### src/rtl/core/kslrl_pkg.sv
// ----------------------------------------------------------------------------
// kslrl_pkg
// Shared widths, operation codes, register indexes and the command/status
// structs between the limiter controller and datapath.
// ----------------------------------------------------------------------------
package kslrl_pkg;

   localparam int KEY_W       = 64;
   localparam int NOW_W       = 48;
   localparam int WIN_W       = 32;
   localparam int LIM_W       = 5;
   localparam int FUNC_W      = 3;
   localparam int REQ_DATA_W  = 176;
   localparam int RSP_DATA_W  = 8;
   localparam int CSR_INDEX_W = 2;
   localparam int CSR_DATA_W  = 32;

   // request field offsets inside req_tdata
   localparam int KEY_HIGH_LSB = 0;
   localparam int KEY_LOW_LSB  = 64;
   localparam int NOW_LSB      = 128;

   // result bit positions inside rsp_tdata
   localparam int RSP_LIMITED = 0;
   localparam int RSP_FOUND   = 1;
   localparam int RSP_DROPPED = 2;

   localparam logic [FUNC_W-1:0] FUNC_REC_REG   = 3'd0;
   localparam logic [FUNC_W-1:0] FUNC_REC_LOGIN = 3'd1;
   localparam logic [FUNC_W-1:0] FUNC_QRY_REG   = 3'd2;
   localparam logic [FUNC_W-1:0] FUNC_QRY_LOGIN = 3'd3;
   localparam logic [FUNC_W-1:0] FUNC_QRY_SUSP  = 3'd4;
   localparam logic [FUNC_W-1:0] FUNC_CLEAR     = 3'd5;

   localparam logic [CSR_INDEX_W-1:0] CSR_WINDOW      = 2'd0;
   localparam logic [CSR_INDEX_W-1:0] CSR_REG_LIMIT   = 2'd1;
   localparam logic [CSR_INDEX_W-1:0] CSR_LOGIN_LIMIT = 2'd2;

   localparam logic [WIN_W-1:0] WINDOW_RESET      = 32'd3600000;
   localparam logic [LIM_W-1:0] REG_LIMIT_RESET   = 5'd5;
   localparam logic [LIM_W-1:0] LOGIN_LIMIT_RESET = 5'd10;

   typedef struct packed {
      logic load;        // latch the request, restart the key walk
      logic search;      // advance the key walk
      logic meta_rd;     // read the slot's log pointers
      logic meta_load;   // take pointers into working registers
      logic push;        // append the stamp, claim slot if new
      logic prune_init;  // set up a pruning pass
      logic prune_run;   // advance the pruning pass
      logic prune_sel;   // 0 registration log, 1 login log
      logic finish;      // form result, write back, clear slot
      logic emit;        // load the output register
   } cmd_type;

   typedef struct packed {
      logic [FUNC_W-1:0] func;
      logic              search_done;
      logic              hit;
      logic              free;
      logic              prune_done;
      logic              rsp_free;
   } sts_type;

endpackage

### src/rtl/core/kslrl_controller.sv
// ----------------------------------------------------------------------------
// kslrl_controller
// Sequencer for one operation: key walk, pointer fetch, append or prune,
// write-back and result hand-off.
// ----------------------------------------------------------------------------
module kslrl_controller (
   input  logic               clock,
   input  logic               reset,
   input  logic               req_tvalid,
   output logic               req_tready,
   input  kslrl_pkg::sts_type sts,
   output kslrl_pkg::cmd_type cmd
);
   import kslrl_pkg::*;

   typedef enum logic [10:0] {
      ST_IDLE      = 11'b00000000001,
      ST_SEARCH    = 11'b00000000010,
      ST_META_RD   = 11'b00000000100,
      ST_META_WAIT = 11'b00000001000,
      ST_PUSH      = 11'b00000010000,
      ST_PREP_REG  = 11'b00000100000,
      ST_PRUNE_REG = 11'b00001000000,
      ST_PREP_LGN  = 11'b00010000000,
      ST_PRUNE_LGN = 11'b00100000000,
      ST_FINISH    = 11'b01000000000,
      ST_DONE      = 11'b10000000000
   } state_type;

   state_type state_ff, state_in;
   logic      is_record, is_query;

   assign is_record = (sts.func == FUNC_REC_REG) || (sts.func == FUNC_REC_LOGIN);
   assign is_query  = (sts.func == FUNC_QRY_REG) || (sts.func == FUNC_QRY_LOGIN)
                      || (sts.func == FUNC_QRY_SUSP);
   assign req_tready = (state_ff == ST_IDLE);

   always_comb begin
      state_in = state_ff;
      cmd      = '0;
      case (state_ff)
         ST_IDLE: begin
            if (req_tvalid) begin
               cmd.load = 1'b1;
               state_in = ST_SEARCH;
            end
         end
         ST_SEARCH: begin
            cmd.search = 1'b1;
            if (sts.search_done) begin
               if ((is_record && (sts.hit || sts.free)) || (is_query && sts.hit)) begin
                  state_in = ST_META_RD;
               end else begin
                  state_in = ST_FINISH;
               end
            end
         end
         ST_META_RD: begin
            cmd.meta_rd = 1'b1;
            state_in    = ST_META_WAIT;
         end
         ST_META_WAIT: begin
            cmd.meta_load = 1'b1;
            if (is_record) begin
               state_in = ST_PUSH;
            end else if (sts.func == FUNC_QRY_LOGIN) begin
               state_in = ST_PREP_LGN;
            end else begin
               state_in = ST_PREP_REG;
            end
         end
         ST_PUSH: begin
            cmd.push = 1'b1;
            state_in = ST_FINISH;
         end
         ST_PREP_REG: begin
            cmd.prune_init = 1'b1;
            state_in       = ST_PRUNE_REG;
         end
         ST_PRUNE_REG: begin
            cmd.prune_run = 1'b1;
            if (sts.prune_done) begin
               state_in = (sts.func == FUNC_QRY_SUSP) ? ST_PREP_LGN : ST_FINISH;
            end
         end
         ST_PREP_LGN: begin
            cmd.prune_init = 1'b1;
            cmd.prune_sel  = 1'b1;
            state_in       = ST_PRUNE_LGN;
         end
         ST_PRUNE_LGN: begin
            cmd.prune_run = 1'b1;
            cmd.prune_sel = 1'b1;
            if (sts.prune_done) begin
               state_in = ST_FINISH;
            end
         end
         ST_FINISH: begin
            cmd.finish = 1'b1;
            state_in   = ST_DONE;
         end
         ST_DONE: begin
            // hold until the output register is free
            if (sts.rsp_free) begin
               cmd.emit = 1'b1;
               state_in = ST_IDLE;
            end
         end
         default: state_in = ST_IDLE;
      endcase
   end

   always_ff @(posedge clock) begin
      if (reset) begin
         state_ff <= ST_IDLE;
      end else begin
         state_ff <= state_in;
      end
   end

endmodule

### config.mk
export PLATFORM = sky130hd
export DESIGN_NAME = kslrl_controller
export DESIGN_NICKNAME = d
export VERILOG_FILES = /design/src/rtl/core/kslrl_pkg.sv /design/src/rtl/core/kslrl_controller.sv
export SDC_FILE = /design/constraint.sdc
export NUM_CORES = 1
export LEC_CHECK = 0
export BUFFER_PORTS_ARGS = -buffer_cell sky130_fd_sc_hd__buf_4
export CELL_PAD_IN_SITES_DETAIL_PLACEMENT = 1
export CELL_PAD_IN_SITES_GLOBAL_PLACEMENT = 2
export CORE_MARGIN = 2
export CORE_UTILIZATION = 30
export CTS_BUF_LIST = sky130_fd_sc_hd__clkbuf_4 sky130_fd_sc_hd__clkbuf_8 sky130_fd_sc_hd__clkbuf_16
export CTS_CLUSTER_SIZE = 14
export DETAILED_ROUTE_END_ITERATION = 10
export PLACE_DENSITY = 0.81
export SLEW_MARGIN = 20
export SYNTH_ARGS = -nofsm -noshare
export SYNTH_HDL_FRONTEND = slang
export SYNTH_SLANG_ARGS = --single-unit
### constraint.sdc
create_clock -name clock -period 3 [get_ports clock]
set_clock_uncertainty 0.2 [all_clocks]
set_input_delay 0.75 -clock clock [delete_from_list [all_inputs] [get_ports clock]]
set_output_delay 0.75 -clock clock [all_outputs]
set_load 0.02 [all_outputs]
==> run_results.csv, run 1 <==
group,metric,value,unit
cells_and_area,largest-register,"state_ff",
cells_and_area,reg_top3,"state_ff: 11 flops",
cells_and_area,diodes,0,
worst_setup_path,critPathTopFamily,"simple AND/OR/NAND/NOR gates",
logic_synthesis,synth_area_leaders,"dfxtp_1 23%, nor3_1 4.2%, nor4_1 3.3%, nor2_1 3.1%, nor4b_2 3.1%",
cells_and_area,layout-drive-gt1-share,37.9,%
floorplan,start_util,31.5,%
routing,drtIter0Drc,29,
logic_synthesis,synthCells,116,
floorplan,fp.dieH,60.6,microns
routing,wl_met1,1.33,mm
grt,grt_overflow,0,
worst_setup_path,worstSetupStartpointType,"register",
routing,wl,2.97,mm
clock_tree,clk_path_buf_depth,2,
routing,routedWlPerCell,16.1,microns
power,finalPower,373,uW
clock_tree,cts.sinks,11,
routing,wl_met3,107,microns
sta,setup_viol,0,
logic_synthesis,synth_warnings,0,
logic_synthesis,synth_edf_count,0,
sta,slew_viol_final,0,
grt,grt_pass1_wl,4.72,mm
logic_synthesis,netlist_top_cells_count,"11 x dfxtp_1, 8 x nor2_1, 8 x nor3_1",
logic_synthesis,synth_fp_nets,127,
worst_setup_path,cp-end-kind,"output pin",
run_status,status,"finished, final reports clean",
routing,ant_nets,0,
logic_synthesis,ys_seq_area_share,22.9,%
sta,timing.slew.headroom,69.9,%
floorplan,io_pins,22,
routing,vias,1006,
routing,wl_met2,1.51,mm
power,powerDensity,306,mW/mm^2
grt,grtUsageTotal,17.0,%
clock_tree,cts_buffers,3,
logic_synthesis,syn_area,961,sq um
logic_synthesis,synth-seq-cells,11,
logic_synthesis,synthArstFlopShare,0,%
cells_and_area,area_delta_synth_final,27.0,%
power,ir_worst_vdd,0.000182,V
worst_setup_path,critPathArrivalTime,1.97,ns
logic_synthesis,yosys.area.top_type,"dfxtp_1",
sta,worstMarginPinSlew,0.448,ns
worst_setup_path,worstPathRequired,2.05,ns
worst_setup_path,cp_max_fo,9,
routing,via_per_inst,5.47,
floorplan,die_area,0.00367,sq mm
floorplan,coreArea,0.00305,sq mm
clock_tree,htree_num_levels,1,
logic_synthesis,ys_types,49,
worst_setup_path,critical-path-slowest-cell,"or4_4",
clock_tree,cts-root-buf,"clkbuf_4",
worst_setup_path,crit_type,"register to output pin",
placement,port_buffers,21,
grt,antenna_found_initial,0,
logic_synthesis,syn_avg_cell_area,8.28,sq um
power,p_leak,0.505,nW
clock_tree,path_clk_slew,0.08,ns
clock_tree,clock_latency,0.27,ns
placement,hpwl,2.29,mm
grt,grt_pass1_vias,1008,
cells_and_area,final_util,40.0,%
sta,grt_setup_unrepaired,"no",
clock_tree,cts_hold_buf,0,
floorplan,placementRows,20,
worst_setup_path,path_cells,"or4_4, or3_4, nor3_1, buf_4",
routing,highest_layer,"met4",
routing,dr.pass1.iters,4,
placement,gp_congestion,0.806,
sta,finalHoldViolations,0,
sta,period_share,97.2,%
logic_synthesis,ys.flop_type,"dfxtp_1",
logic_synthesis,synth_top_area_share,22.9,%
clock_tree,tritoncts,"built",
sta,holdWs,0.455,ns
cells_and_area,largest_reg_flops,11,
worst_setup_path,max_stage_delay,0.55,ns
routing,drc,0,
cells_and_area,nets,152,
sta,period_needed,2.92,ns
sta,fmaxAchievable,343,MHz
grt,grt_max_degree,12,
worst_hold_path,hold_class,"register to register",
sta,finalSetupTns,0,ns
logic_synthesis,synth.most_common_cell,"dfxtp_1",
worst_setup_path,crit_buf_inv,1,
floorplan,die_w,60.6,microns
job,drv_cap,0,
report_power, final:
part           leakage (nW)  internal, mW  switching (mW)
clock network        0.0184        0.0604          0.0547
registers            0.0896         0.149         0.00581
logic                 0.397        0.0472          0.0555
total                 0.505         0.257           0.116
stage by stage:
step | worst slack, ns | instance area (sq um) | std cells
after detailed placement | 0.238 | 1150 | 177
after global placement | 0.296 | 1150 | 177
after floorplan | 0.0905 | 961 | 116
final | 0.0827 | 1220 | 184
after global routing | 0.0186 | 1220 | 184
after CTS | 0.0284 | 1200 | 184
worst paths after layout:
kind	start	endpoint	slack, ns	cells after the start
worst max register to register	state_ff[4]	state_ff[7]	0.73	6
worst min-delay path	state_ff[8]	state_ff[8]	0.46	3
worst max-delay path	state_ff[4]	cmd[9]	0.08	4
worst min register to register	state_ff[8]	state_ff[8]	0.46	3
kinds of logic after synthesis:
group	Yosys count	share of synthesized area, %
compound gates	21	18.6
xor+xnor	5	4.56
buf+inv	16	9.37
flops	11	22.9
simple gates	63	44.5
placed cells by master, fill, tap and decap left out, types with 3 or more instances in the layout:
cell and count:
nor3_1 8, inv_1 6, nor2_1 8, nand2_1 7, nor3b_1 3, dfxtp_1 10
a21oi_1 5, clkbuf_4 4, nor4_1 4, buf_4 30, o31ai_1 3, xor2_1 3
per-layer routing:
| metal | vias to the layer above | global-route usage [%] |
|---|---|---|
| met4 | 0 | 2.17 |
| met3 | 2 | 2.35 |
| met1 | 494 | 23.0 |
| met5 | - | 0 |
| met2 | 21 | 29.5 |
| li1 | 489 | - |
timing repair:
item                                    4_1_cts  5_1_grt
gates resized for setup                       0        4
pin swaps                                     1        0
endpoints found under the hold margin         0        0
endpoints found under the setup margin        1        3
cloned                                        0        0
buffers inserted                              3        0
layout make-up:
| class | instances | area, sq um |
|---|---|---|
| Tap cell | 44 | 55.1 |
| Inverter | 6 | 22.5 |
| Clock buffer | 4 | 30.0 |
| Timing Repair Buffer | 30 | 225 |
| Sequential cell | 11 | 221 |
| Fill cell | 384 | 1830 |
| Multi-Input combinational cell | 89 | 666 |
worst register-to-register path, stage by stage, from the launching register on:
cell       delay, ns
dfxtp_2         0.37
or4_4           0.56
buf_4           0.18
buf_4           0.14
a2111oi_4       0.38
or4_1           0.26
a211oi_1        0.06
Note: power is estimated with default switching activity, not from simulation.
==> inputs of run 2 (changes only) <==
- PLACE_DENSITY: 0.81 -> 0.76
==> run 2 against run 1 <==
Die area did not move. Sequential share of layout area up 0.46 points. Hold slack got worse by 0.047 ns. Cell area shrank 2.5%. Critical path depth up 1. Combinational power is essentially flat. Global-route usage is 0.35 points lower. Register-to-register slack improved by 0.06 ns. Sequential power barely moved. Largest cell class unchanged.
==> run_results.csv, run 2 (same netlist as run 1, synthesis figures left out) <==
group,metric,value,unit
floorplan,placementRows,20,
grt,antenna_found_initial,0,
worst_setup_path,critical-path-slowest-cell,"or4_1",
cells_and_area,final_common_cell,"buf_4",
routing,drtIter0Drc,53,
routing,ant_nets,0,
worst_hold_path,min_from,"state_ff[8]",
routing,wl_met1,1.25,mm
sta,finalHoldViolations,0,
worst_setup_path,crit_buf_inv,1,
worst_setup_path,critPathArrivalTime,1.98,ns
worst_hold_path,hold_class,"register to register",
power,switchingPower,110,uW
routing,highest_layer,"met4",
clock_tree,htree_num_levels,1,
sta,grt_setup_unrepaired,"no",
routing,wl_met2,1.34,mm
cells_and_area,nets,149,
cells_and_area,area_delta_synth_final,23.8,%
sta,period_needed,2.93,ns
floorplan,die_w,60.6,microns
power,p_leak,0.486,nW
routing,via_per_inst,5.35,
worst_setup_path,rrSetupSlack,0.79,ns
worst_setup_path,cp-end-kind,"output pin",
worst_setup_path,setup.worst_path.start,"state_ff[0]",
routing,vias,969,
power,internal_power,255,uW
sta,period_share,97.6,%
grt,grt_max_degree,12,
cells_and_area,reg_top3,"state_ff: 11 flops",
sta,finalSetupTns,0,ns
grt,grt_overflow,0,
clock_tree,clk_path_buf_depth,2,
grt,grt_pass1_vias,937,
clock_tree,cts-root-buf,"clkbuf_4",
cells_and_area,diodes,0,
floorplan,start_util,31.5,%
floorplan,coreArea,0.00305,sq mm
sta,layout_setup_ws,0.0706,ns
worst_setup_path,crit_type,"register to output pin",
cells_and_area,largest-register,"state_ff",
sta,setup_viol,0,
worst_setup_path,max_stage_delay,0.65,ns
job,drv_cap,0,
cells_and_area,layout-drive-gt1-share,35.8,%
run_status,status,"finished, final reports clean",
routing,routedWlPerCell,15.3,microns
floorplan,io_pins,22,
placement,gp_congestion,0.741,
power,powerDensity,307,mW/mm^2
cells_and_area,largest_reg_flops,11,
sta,worstMarginPinSlew,0.455,ns
clock_tree,cts_hold_buf,0,
placement,hpwl,2.18,mm
floorplan,die_area,0.00367,sq mm
clock_tree,cts_buffers,3,
sta,slew_viol_final,0,
grt,grt_pass1_wl,4.50,mm
worst_setup_path,path_cells,"or4_1, nor2_2, nand4b_1, o41ai_1, buf_4",
worst_setup_path,worstSetupStartpointType,"register",
sta,timing.slew.headroom,69.5,%
sta,fmaxAchievable,341,MHz
worst_setup_path,r2r_start,"state_ff[5]",
power,ir_worst_vdd,0.000187,V
power,p_sw_share,30.1,%
routing,wl,2.76,mm
clock_tree,path_clk_slew,0.07,ns
cells_and_area,fillCellCount,393,
worst_setup_path,worstPathRequired,2.05,ns
placement,port_buffers,21,
clock_tree,clock_latency,0.27,ns
power,combPwrFrac,27.3,%
worst_setup_path,cp_max_fo,7,
placement,preCtsSetupSlack,0.281,ns
grt,grtUsageTotal,16.6,%
cells_and_area,layout_common_cells,"27 x buf_4, 10 x dfxtp_1, 8 x nor3_1, 7 x nand2_1, 7 x nor2_1",
worst_setup_path,critPathTopFamily,"simple AND/OR/NAND/NOR gates",
floorplan,fp.dieH,60.6,microns
clock_tree,tritoncts,"built",
routing,drc,0,
routing,wl_met3,123,microns
routing,dr.pass1.iters,4,
clock_tree,cts.sinks,11,
power,pwr-share-seq,42.4,%
power,clkPwrFrac,30.3,%
run 2: changes by cell type in the layout (fill, tap and decap cells not counted):
cell / before / now
or4_4: 2 / 1
or4_1: 2 / 3
nor4_2: 1 / 0
nor4_1: 4 / 5
nor2_1: 8 / 7
nor2_2: 0 / 1
buf_4: 30 / 27
run 2: worst register-to-register path, cell delays in order, from the launching register on:
cell and delay (ns):
dfxtp_1 0.31, buf_4 0.17, or4_2 0.65, nor4b_2 0.43, or4_1 0.26, a211oi_1 0.07
run 2: power by group through the flow:
stage                     combinational, mW  sequential, mW  clock [mW]
after floorplan                      0.0605           0.156           0
after global placement               0.0977           0.158           0
after detailed placement             0.0983           0.158           0
after CTS                            0.0991           0.155       0.115
after global routing                  0.109           0.156       0.126
final                                0.0996           0.155       0.111
run 2: timing repair:
action                     in CTS  in global routing
setup endpoints to repair       1                  2
buffers inserted                0                  1
gates resized for setup         0                  3
pin swaps                       1                  1
run 2: metal layers:
metal	global-route usage, %	vias to the layer above
li1	-	481
met1	22.0	457
met2	27.2	25
met3	1.92	6
met4	7.45	0
met5	0	-
run 2: cell type report:
class	instances	area, sq um	area share [%]
clock buffer	4	30.0	2.52
multi-input combinational	89	658	55.3
inverter	6	22.5	1.89
timing repair buffer	27	203	17.0
tap	44	55.1	4.63
sequential	11	221	18.6
run 2: path summary, 6_finish.rpt:
kind	endpoint	cells after the start
setup / recovery	cmd[2]	5
hold / removal	state_ff[8]	2
setup reg to reg	state_ff[7]	5
hold reg to reg	state_ff[8]	2
run 2: stage by stage:
| stage | hold slack [ns] | util, % | total power, mW | area, sq um | std cells |
|---|---|---|---|---|---|
| 6_report | 0.408 | 39.0 | 0.365 | 1190 | 181 |
| 5_1_grt | 0.467 | 39.0 | 0.391 | 1190 | 181 |
| 4_1_cts | 0.404 | 38.4 | 0.369 | 1170 | 180 |
| 3_5_place_dp | 0.395 | 37.5 | 0.257 | 1140 | 176 |
| 3_3_place_gp | 0.384 | 37.5 | 0.255 | 1140 | 176 |
| 2_1_floorplan | 0.392 | - | 0.217 | 961 | 116 |
